==> src/hw/rtl/rrfp_pkg.sv <==
// ----------------------------------------------------------------------------
// rrfp_pkg
// Shared constants and types for the range frame parser.
// ----------------------------------------------------------------------------
package rrfp_pkg;

    localparam int unsigned BYTE_W  = 8;
    localparam int unsigned FILL_W  = 6;
    localparam int unsigned ID_W    = 16;
    localparam int unsigned DIST_W  = 16;

    localparam logic [BYTE_W-1:0] HDR_BYTE  = 8'hAA;
    localparam logic [BYTE_W-1:0] TAIL_BYTE = 8'h55;

    localparam logic [FILL_W-1:0] FRAME_LAST_INDEX = 6'd13;
    localparam logic [FILL_W-1:0] MAX_FILL         = 6'd50;

    // frame byte positions that are kept
    localparam logic [FILL_W-1:0] IDX_ID_LO = 6'd2;
    localparam logic [FILL_W-1:0] IDX_ID_HI = 6'd3;
    localparam logic [FILL_W-1:0] IDX_RG_HI = 6'd6;
    localparam logic [FILL_W-1:0] IDX_RG_LO = 6'd7;

    localparam logic [ID_W-1:0] ID_RESET = 16'h070C;

    typedef enum logic [3:0] {
        PH_HUNT  = 4'b0001,
        PH_HEAD1 = 4'b0010,
        PH_BODY  = 4'b0100,
        PH_TAIL1 = 4'b1000
    } phase_t;

endpackage

==> src/hw/rtl/radar_range_frame_parser_unit.sv <==
// ----------------------------------------------------------------------------
// radar_range_frame_parser_unit
// Byte-stream frame parser that extracts the distance from radar range frames.
// ----------------------------------------------------------------------------
// One received byte is taken per word on the input channel, at up to one word
// per clock. A frame opens with 0xAA 0xAA and closes with 0x55 0x55; when the
// second tail byte lands at frame index 13 and the little-endian id in bytes
// 2..3 matches expected_message_id, one word carrying the big-endian distance
// from bytes 6..7 leaves on the output channel. Every other byte yields no
// output word. From input accept to output valid the byte passes through one
// input register, then the per-byte parser update, which writes the parser
// state and the output register in the same clock. Input and output are
// decoupled by those registers, so a new byte is accepted while a finished
// distance waits; the input stalls only when a byte that completes a matching
// frame finds the output register still full and stalled. The id register is
// written through the cfg channel, which is always ready; write it only while
// no bytes are in flight.
module radar_range_frame_parser_unit
(
    input  logic                             clk,
    input  logic                             rst_n,

    // config write channel
    input  logic                             cfg_valid,
    output logic                             cfg_ready,
    input  logic [rrfp_pkg::ID_W-1:0]        expected_message_id,

    // byte input
    input  logic                             in_valid,
    output logic                             in_stall,
    input  logic [rrfp_pkg::BYTE_W-1:0]      rx_byte,

    // distance output
    output logic                             out_valid,
    input  logic                             out_stall,
    output logic [rrfp_pkg::DIST_W-1:0]      range_cm
);

    // config
    logic [rrfp_pkg::ID_W-1:0]   exp_id_reg;

    // input register
    logic                        in_v_reg;
    logic [rrfp_pkg::BYTE_W-1:0] in_byte_reg;

    // parser state
    rrfp_pkg::phase_t            phase_reg, phase_next;
    logic [rrfp_pkg::FILL_W-1:0] fill_reg, fill_next;
    logic [rrfp_pkg::BYTE_W-1:0] id_lo_reg, id_lo_next;
    logic [rrfp_pkg::BYTE_W-1:0] id_hi_reg, id_hi_next;
    logic [rrfp_pkg::BYTE_W-1:0] rg_hi_reg, rg_hi_next;
    logic [rrfp_pkg::BYTE_W-1:0] rg_lo_reg, rg_lo_next;

    // output register
    logic                        out_v_reg;
    logic [rrfp_pkg::DIST_W-1:0] dist_reg;

    // step decode
    rrfp_pkg::phase_t            ph_eff;
    logic [rrfp_pkg::FILL_W-1:0] idx_a;   // inserted header position
    logic [rrfp_pkg::FILL_W-1:0] idx_b;   // received byte position
    logic                        put_a;
    logic                        put_b;
    logic                        hit;
    logic                        do_step;

    assign cfg_ready = 1'b1;

    always_ff @(posedge clk or negedge rst_n)
    begin
        if (!rst_n)
        begin
            exp_id_reg <= rrfp_pkg::ID_RESET;
        end
        else if (cfg_valid && cfg_ready)
        begin
            exp_id_reg <= expected_message_id;
        end
    end

    // overlong frame forces a rehunt before the byte is looked at
    assign ph_eff = (fill_reg > rrfp_pkg::MAX_FILL) ? rrfp_pkg::PH_HUNT : phase_reg;

    always_comb
    begin
        phase_next = ph_eff;
        fill_next  = fill_reg;
        put_a      = 1'b0;
        put_b      = 1'b0;
        hit        = 1'b0;
        idx_a      = fill_reg + 6'd1;
        idx_b      = fill_reg + 6'd1;

        case (ph_eff)
            rrfp_pkg::PH_HUNT:
            begin
                if (in_byte_reg == rrfp_pkg::HDR_BYTE)
                begin
                    fill_next  = '0;
                    phase_next = rrfp_pkg::PH_HEAD1;
                end
            end
            rrfp_pkg::PH_HEAD1:
            begin
                // missing second header: insert one, byte goes after it
                if (in_byte_reg != rrfp_pkg::HDR_BYTE)
                begin
                    put_a = 1'b1;
                    idx_b = fill_reg + 6'd2;
                end
                put_b      = 1'b1;
                fill_next  = idx_b;
                phase_next = rrfp_pkg::PH_BODY;
            end
            rrfp_pkg::PH_BODY:
            begin
                put_b     = 1'b1;
                fill_next = idx_b;
                if (in_byte_reg == rrfp_pkg::TAIL_BYTE)
                begin
                    phase_next = rrfp_pkg::PH_TAIL1;
                end
            end
            rrfp_pkg::PH_TAIL1:
            begin
                if (in_byte_reg != rrfp_pkg::TAIL_BYTE)
                begin
                    // broken tail: byte dropped
                    phase_next = rrfp_pkg::PH_BODY;
                end
                else
                begin
                    put_b      = 1'b1;
                    fill_next  = idx_b;
                    phase_next = rrfp_pkg::PH_HUNT;
                    hit        = (idx_b == rrfp_pkg::FRAME_LAST_INDEX) &&
                                 ({id_hi_reg, id_lo_reg} == exp_id_reg);
                end
            end
            default:
            begin
                phase_next = rrfp_pkg::PH_HUNT;
            end
        endcase
    end

    // kept-byte capture; the received byte wins over the inserted header
    always_comb
    begin
        id_lo_next = id_lo_reg;
        id_hi_next = id_hi_reg;
        rg_hi_next = rg_hi_reg;
        rg_lo_next = rg_lo_reg;

        if (put_a && idx_a == rrfp_pkg::IDX_ID_LO) id_lo_next = rrfp_pkg::HDR_BYTE;
        if (put_a && idx_a == rrfp_pkg::IDX_ID_HI) id_hi_next = rrfp_pkg::HDR_BYTE;
        if (put_a && idx_a == rrfp_pkg::IDX_RG_HI) rg_hi_next = rrfp_pkg::HDR_BYTE;
        if (put_a && idx_a == rrfp_pkg::IDX_RG_LO) rg_lo_next = rrfp_pkg::HDR_BYTE;

        if (put_b && idx_b == rrfp_pkg::IDX_ID_LO) id_lo_next = in_byte_reg;
        if (put_b && idx_b == rrfp_pkg::IDX_ID_HI) id_hi_next = in_byte_reg;
        if (put_b && idx_b == rrfp_pkg::IDX_RG_HI) rg_hi_next = in_byte_reg;
        if (put_b && idx_b == rrfp_pkg::IDX_RG_LO) rg_lo_next = in_byte_reg;
    end

    // a byte advances unless it completes a frame into a full, stalled output
    assign do_step  = in_v_reg && (!hit || !out_v_reg || !out_stall);
    assign in_stall = in_v_reg && !do_step;

    always_ff @(posedge clk or negedge rst_n)
    begin
        if (!rst_n)
        begin
            in_v_reg <= 1'b0;
        end
        else if (!in_stall)
        begin
            in_v_reg <= in_valid;
        end
    end

    always_ff @(posedge clk)
    begin
        if (!in_stall && in_valid)
        begin
            in_byte_reg <= rx_byte;
        end
    end

    always_ff @(posedge clk or negedge rst_n)
    begin
        if (!rst_n)
        begin
            phase_reg <= rrfp_pkg::PH_HUNT;
            fill_reg  <= '0;
            id_lo_reg <= '0;
            id_hi_reg <= '0;
            rg_hi_reg <= '0;
            rg_lo_reg <= '0;
        end
        else if (do_step)
        begin
            phase_reg <= phase_next;
            fill_reg  <= fill_next;
            id_lo_reg <= id_lo_next;
            id_hi_reg <= id_hi_next;
            rg_hi_reg <= rg_hi_next;
            rg_lo_reg <= rg_lo_next;
        end
    end

    always_ff @(posedge clk or negedge rst_n)
    begin
        if (!rst_n)
        begin
            out_v_reg <= 1'b0;
        end
        else if (do_step && hit)
        begin
            out_v_reg <= 1'b1;
        end
        else if (!out_stall)
        begin
            out_v_reg <= 1'b0;
        end
    end

    always_ff @(posedge clk)
    begin
        if (do_step && hit)
        begin
            dist_reg <= {rg_hi_reg, rg_lo_reg};
        end
    end

    assign out_valid = out_v_reg;
    assign range_cm  = dist_reg;

endmodule

==> config.mk <==
export PLATFORM = sky130hd
export DESIGN_NAME = radar_range_frame_parser_unit
export DESIGN_NICKNAME = d
export VERILOG_FILES = /design/src/hw/rtl/rrfp_pkg.sv /design/src/hw/rtl/radar_range_frame_parser_unit.sv
export SDC_FILE = /design/constraint.sdc
export NUM_CORES = 1
export LEC_CHECK = 0
export ABC_CLOCK_PERIOD_IN_PS = 3200
export BUFFER_PORTS_ARGS = -buffer_cell sky130_fd_sc_hd__buf_2
export CAP_MARGIN = 20
export CORE_UTILIZATION = 45
export CTS_BUF_LIST = sky130_fd_sc_hd__clkbuf_8
export CTS_CLUSTER_DIAMETER = 40
export DETAILED_ROUTE_END_ITERATION = 8
export GPL_TIMING_DRIVEN = 0
export PLACE_DENSITY_LB_ADDON = 0.2
export SETUP_SLACK_MARGIN = 0.2
export SYNTH_ARGS = -nofsm -noshare
export SYNTH_HDL_FRONTEND = slang
export SYNTH_SLANG_ARGS = --single-unit
==> constraint.sdc <==
create_clock -name clk -period 3.2 [get_ports clk]
set_clock_uncertainty 0.1 [all_clocks]
set_input_delay 0.64 -clock clk [delete_from_list [all_inputs] [get_ports clk]]
set_output_delay 0.64 -clock clk [all_outputs]
set_load 0.005 [all_outputs]
==> results of run 1 <==
-- stage by stage --
stage	setup TNS [ns]	cells	instance area [sq um]	utilization, %	hold slack (ns)
floorplan	0	349	4230	-	0.244
global placement	-5.30	505	4600	50.2	0.330
detailed placement	-7.41	506	4620	50.4	0.327
CTS	-0.0594	538	5010	54.7	0.223
global route	-0.906	546	5180	56.6	0.246
finish	-0.0262	546	5180	56.6	0.212
-- worst max-delay path: cells and delay by family, from the launching register on --
| kind | cells | cell delay (ns) |
|---|---|---|
| simple gates | 4 | 0.83 |
| flops | 1 | 0.42 |
| compound gates | 1 | 0.28 |
| fa+ha+maj | 1 | 0.12 |
| buf+inv | 5 | 0.48 |
-- cell usage in the layout, fill, tap and decap left out, types with 6 or more instances in the layout --
master,instances
dfstp_2,6
nor2b_1,6
o21ai_0,10
nor2_1,14
xnor2_1,19
buf_6,14
nand2_1,19
buf_4,16
mux2i_1,23
dfrtp_1,52
mux2_4,12
buf_2,48
mux2_2,16
clkbuf_8,10
inv_1,12
a21oi_1,15
a21boi_0,12
edfxtp_1,24
-- cells in the mapped netlist, types with 2 or more instances --
| master | number | area [sq um] |
|---|---|---|
| mux2_1 | 8 | 90.1 |
| dfstp_2 | 6 | 158 |
| a21oi_1 | 15 | 75.1 |
| mux2i_1 | 23 | 230 |
| ha_1 | 5 | 62.6 |
| a21boi_0 | 12 | 90.1 |
| nor3_1 | 5 | 25.0 |
| mux2_2 | 16 | 180 |
| o21a_1 | 2 | 15.0 |
| and2_1 | 3 | 18.8 |
| clkbuf_1 | 6 | 22.5 |
| nor4_2 | 2 | 25.0 |
| nand4_1 | 4 | 25.0 |
| nand4bb_1 | 4 | 45.0 |
| a211oi_1 | 2 | 15.0 |
| dfrtp_1 | 54 | 1350 |
| nor4_1 | 4 | 25.0 |
| mux2_4 | 4 | 60.1 |
| nand2_1 | 19 | 71.3 |
| buf_2 | 2 | 10.0 |
| nor2b_1 | 6 | 37.5 |
| or3_1 | 2 | 12.5 |
| xnor2_1 | 19 | 166 |
| inv_1 | 14 | 52.6 |
| buf_1 | 2 | 7.51 |
| o21ai_0 | 11 | 55.1 |
| nand3_4 | 2 | 35.0 |
| nand3_1 | 7 | 35.0 |
| buf_4 | 2 | 15.0 |
| o22a_1 | 2 | 17.5 |
| nand2b_1 | 5 | 31.3 |
| o31a_1 | 2 | 17.5 |
| nor2_1 | 15 | 56.3 |
| o22ai_1 | 5 | 31.3 |
| buf_6 | 4 | 45.0 |
| edfxtp_1 | 24 | 721 |
-- metal layers --
metal | track usage (%) | share of wire, %
met4 | 7.58 | 2.1
met3 | 2.91 | 4.3
met5 | 0 | 0
met1 | 27.0 | 46
met2 | 32.8 | 47
-- worst min-delay path by stage --
stage / startpoint / end / slack, ns / depth (start not counted)
3_3_place_gp: rg_hi_reg[6]$_DFFE_PN0P_ / range_cm[14]$_DFFE_PP_ / 0.33 / 0
6_report: rst_n / exp_id_reg[14]$_DFFE_PN0P_ / 0.21 / 1
2_1_floorplan: rst_n / exp_id_reg[0]$_DFFE_PN0P_ / 0.24 / 0
5_1_grt: rst_n / exp_id_reg[14]$_DFFE_PN0P_ / 0.25 / 1
4_1_cts: rst_n / exp_id_reg[14]$_DFFE_PN0P_ / 0.22 / 1
3_5_place_dp: rg_hi_reg[4]$_DFFE_PN0P_ / range_cm[12]$_DFFE_PP_ / 0.33 / 0
-- power by group through the flow --
stage	Clock (W)	Combinational, W	Sequential [W]
floorplan	0	0.0000882	0.00118
global placement	0	0.000138	0.00119
detailed placement	0	0.000144	0.00120
CTS	0.000786	0.000148	0.00117
global route	0.000830	0.000167	0.00118
finish	0.000764	0.000151	0.00117
-- area by class of cell --
cell class,count,area (sq um)
multi-input cells,234,1980
flip-flops and latches,84,2230
clock buffers,9,124
clock inverters,7,75.1
plain buffers,17,120
well taps,111,139
repair buffers,70,459
inverters,14,57.6
fillers,776,3970
-- cells by family (layout without fill, tap and decap cells) --
logic type      count (synthesis)  in the layout  synth area share [%]
simple gates                   93             93                  14.3
flops                          84             84                  52.7
compound gates                 63             63                  9.97
mux                            51             51                  13.3
buf+inv                        31            117                  3.73
xor+xnor                       21             21                  4.53
fa+ha+maj                       5              5                  1.48
other cells                     1              1                0.0886
-- timing repair --
| action | in CTS | in global routing |
|---|---|---|
| gates resized for setup | 19 | 29 |
| hold buffers | 0 | 0 |
| pin swaps | 9 | 9 |
| endpoints found under the hold margin | 0 | 0 |
| buffers inserted | 16 | 8 |
| cloned | 0 | 0 |
| endpoints found under the setup margin | 65 | 50 |
==> flow_summary.toml, run 1 <==
[outcome]
outcome = "finished, violations left"
violations = "negative setup slack"

[sta]
setup_viol = 1
period_share_pct = 101
tightest_slew_ns = 0.669
fmax_ghz = 0.310
rsz0062_at_grt = "true"
final.setup.worst_slack_ns = -0.0262
drv_slew = 0
layout_min_cycle_time_ns = 3.23
slew_headroom_pct = 55.4
hold_viol_final = 0

[critical_path]
path_max_fanout = 3
crit_start = "fill_reg[0]$_DFFE_PN0P_"
crit_type = "register to output pin"
reg2reg_slack_ns = 0.05
cp_slowest_stage_delay_ns = 0.42
critPathSlowestCell = "dfrtp_2"
startpoint_type = "register"
r2r_end = "rg_lo_reg[0]$_DFFE_PN0P_"
crit_path_end = "in_stall"
rr_worst_depth = 14
arrival_ns = 2.49
r2r_start = "fill_reg[0]$_DFFE_PN0P_"
path_cells = "clkbuf_8, inv_6, ha_4, nor2b_1, o31a_1, buf_6, nor4b_4, nand3_2, or3_4, inv_2, buf_2"
cp.required_ns = 2.46
worstSetupEndpointType = "output pin"

[synth]
ys_seq_area_share_pct = 52.7
ys_seq_elements = 84
synth_edf_count = 24
async_flop_share_pct = 71.4
netlist_area_sq_um = 4230
syn_inst = 349
synth_area_per_cell_sq_um = 12.1
yosys_most_used_dff = "dfrtp_1"
synth_cell_type_count = 67
yosysWarnings = 0
synth_nets = 383

[floorplan]
die_area_sq_um = 9790
core_sq_um = 9150
io_pins = 48
die_x_um = 99.0
start_util_pct = 46.2
fp.dieH_um = 99.0
rows = 35

[power_and_ir_drop]
finalPower_w = 0.00209
p_leak_nw = 2.13
swShare_pct = 24.6
comb_power_share_pct = 7.2
clockPowerShare_pct = 36.6
seq_power_share_pct = 56.2
internal_power_w = 0.00158
p_switching_w = 0.000513
ir_drop_mv = 0.256
power.density_nw_per_um2 = 403

[clock_network]
clk_latency_ns = 0.35
ctsLongestPathBuffers = 2
cts_tree = "built"
cts_inserted_buffers = 9
cts_max_level = 3
cts.sinks = 84
clkSlewWorstSetupHoldPaths_ns = 0.09
root_buffer = "clkbuf_8"

[global_route]
grt_pass1_wl_mm = 15.1
grt_max_degree = 33
groute.usage.overall_pct = 20.0
grt_pass1_vias = 2989
antenna_found_initial = 0
grt_overflow = 0

[place]
io_buffer_count = 45
preCtsSetupSlack_ns = -0.266
gp_congestion = 0.850
dp_hpwl_mm = 6.41

[drt]
wl_per_cell_um = 16.9
viasPerCell = 5.52
routed_wl_mm = 9.20
dr.first_iter.drc_count = 157
ant_nets = 0
drtPass1Iterations = 4
route.detailed.drc = 0
vias = 3014

[final_layout]
drive_gt1_share_pct = 36.3
area_growth_pct = 22.5
fin_nets = 464
num_antenna_cells = 0

[min_path]
min_path_type = "input port to asynchronous set/reset pin"

[run]
cap_violations = 0
Note: power is estimated with default switching activity, not from simulation.
==> inputs of run 2 (changes only) <==
Settings changed: CORE_UTILIZATION 45 to 55.
==> flow_summary.toml, run 2 (synthesis results as in run 1) <==
[run]
cap_violations = 0

[power_and_ir_drop]
ir_drop_mv = 0.276
p_leak_nw = 2.14
power.density_nw_per_um2 = 402

[final_layout]
final_common_cell = "dfrtp_1"
drive_gt1_share_pct = 37.6
area_growth_pct = 22.7
num_antenna_cells = 0
fin_nets = 463
final_cell_mix = "52 x dfrtp_1, 50 x buf_2, 24 x edfxtp_1"
regArea_sq_um = 2230
n_fill_cell = 515
multiInputGateArea_sq_um = 2000

[place]
preCtsSetupSlack_ns = -0.312
io_buffer_count = 45
dp_hpwl_mm = 6.52
gp_congestion = 0.861

[clock_network]
cts_hold_repair.buffers = 0
cts_max_level = 3
cts_tree = "built"
ctsLongestPathBuffers = 2
root_buffer = "clkbuf_8"
cts_inserted_buffers = 9
clkSlewWorstSetupHoldPaths_ns = 0.09
clk_latency_ns = 0.37
cts.sinks = 84

[critical_path]
crit_type = "register to output pin"
arrival_ns = 2.50
startpoint_type = "register"
crit_start = "fill_reg[0]$_DFFE_PN0P_"
worstSetupEndpointType = "output pin"
path_max_fanout = 2
cp.required_ns = 2.46
r2r_start = "fill_reg[0]$_DFFE_PN0P_"

[drt]
viasPerCell = 5.71
ant_nets = 0
wl_per_cell_um = 18.2
vias = 3043
route.detailed.drc = 0
drtPass1Iterations = 4
routed_wl_mm = 9.72
dr.first_iter.drc_count = 197

[sta]
slew_headroom_pct = 59.4
rsz0062_at_grt = "true"
tightest_slew_ns = 0.606
period_share_pct = 101
hold_ws_ns = 0.130
hold_viol_final = 0
drv_slew = 0
final.setup.worst_slack_ns = -0.0442
setup_viol = 1
fmax_ghz = 0.308
layout_min_cycle_time_ns = 3.24
tns_ns = -0.0442

[floorplan]
rows = 31
fp.dieH_um = 89.7
die_area_sq_um = 8050
core_sq_um = 7330
die_x_um = 89.7
io_pins = 48
start_util_pct = 57.7

[global_route]
groute.usage.overall_pct = 25.5
grt_pass1_vias = 3053
grt_pass1_wl_mm = 15.7
grt_max_degree = 42
antenna_found_initial = 0
grt_overflow = 0

[outcome]
violations = "negative setup slack"
outcome = "finished, violations left"

[min_path]
min_path_type = "input port to asynchronous set/reset pin"
## run 2: changes by cell type in the layout (fill, tap and decap cells not counted), sizes merged
cell      before  now
clkinvlp       1    3
buf           81   84
clkinv         3    1
clkbuf        15   11
## run 2: cell type report
type                            instances  share of cell area [%]
Sequential cell                        84                    43.0
Tap cell                               99                    2.39
Timing Repair Buffer                   69                    8.85
Multi-Input combinational cell        234                    38.5
Clock buffer                            9                    2.39
Buffer                                 17                    2.43
Inverter                               14                    1.16
Clock inverter                          7                    1.33
## run 2: worst paths after layout
| path | to | slack, ns | cells after the start |
|---|---|---|---|
| setup / recovery | in_stall | -0.04 | 11 |
| hold / removal | exp_id_reg[14]$_DFFE_PN0P_ | 0.13 | 1 |
| setup reg to reg | rg_lo_reg[6]$_DFFE_PN0P_ | 0.17 | 14 |
| hold reg to reg | range_cm[1]$_DFFE_PP_ | 0.36 | 0 |
| max in group asynchronous | exp_id_reg[2]$_DFFE_PN1P_ | 2.22 | 2 |
| min in group clk | in_byte_reg[6]$_DFFE_PP_ | 0.35 | 1 |
## run 2: power breakdown
part	total [W]	internal, W	leakage, nW	switching, W
Combinational	0.000153	0.0000714	1.11	0.0000815
Sequential	0.00118	0.00114	0.947	0.0000383
Clock	0.000758	0.000358	0.0907	0.000401
## run 2: per-stage QoR
stage | utilization [%] | power (W) | instances | area (sq um)
after global placement | 62.5 | 0.00133 | 493 | 4580
after global routing | 70.8 | 0.00217 | 533 | 5190
final | 70.8 | 0.00209 | 533 | 5190
after floorplan | - | 0.00127 | 349 | 4230
after detailed placement | 62.8 | 0.00134 | 494 | 4600
after CTS | 68.6 | 0.00209 | 528 | 5030
## run 2: metal layers
layer,global-route usage (%),wire (um),part of all wire (%),vias up
met2,40.9,4920,51,90
met5,0,0,0,-
met3,6.09,555,5.7,13
met4,10.7,148,1.5,0
met1,33.4,4100,42,1508
li1,-,-,-,1432
## run 2: worst max-delay path, cell delays in order (launching register included)
cell and delay (ns):
dfrtp_2 0.43, buf_8 0.13, inv_8 0.05, ha_4 0.13
nor2b_1 0.04, o31a_1 0.27, buf_6 0.14, nor4b_4 0.30
nand3_2 0.13, or3_4 0.37, inv_2 0.05, buf_2 0.09
## run 2: repair_timing
item | CTS | global route
resized for setup | 26 | 43
setup buffers | 18 | 5
setup endpoints to repair | 65 | 56
gates cloned | 0 | 0
pin swaps | 6 | 8
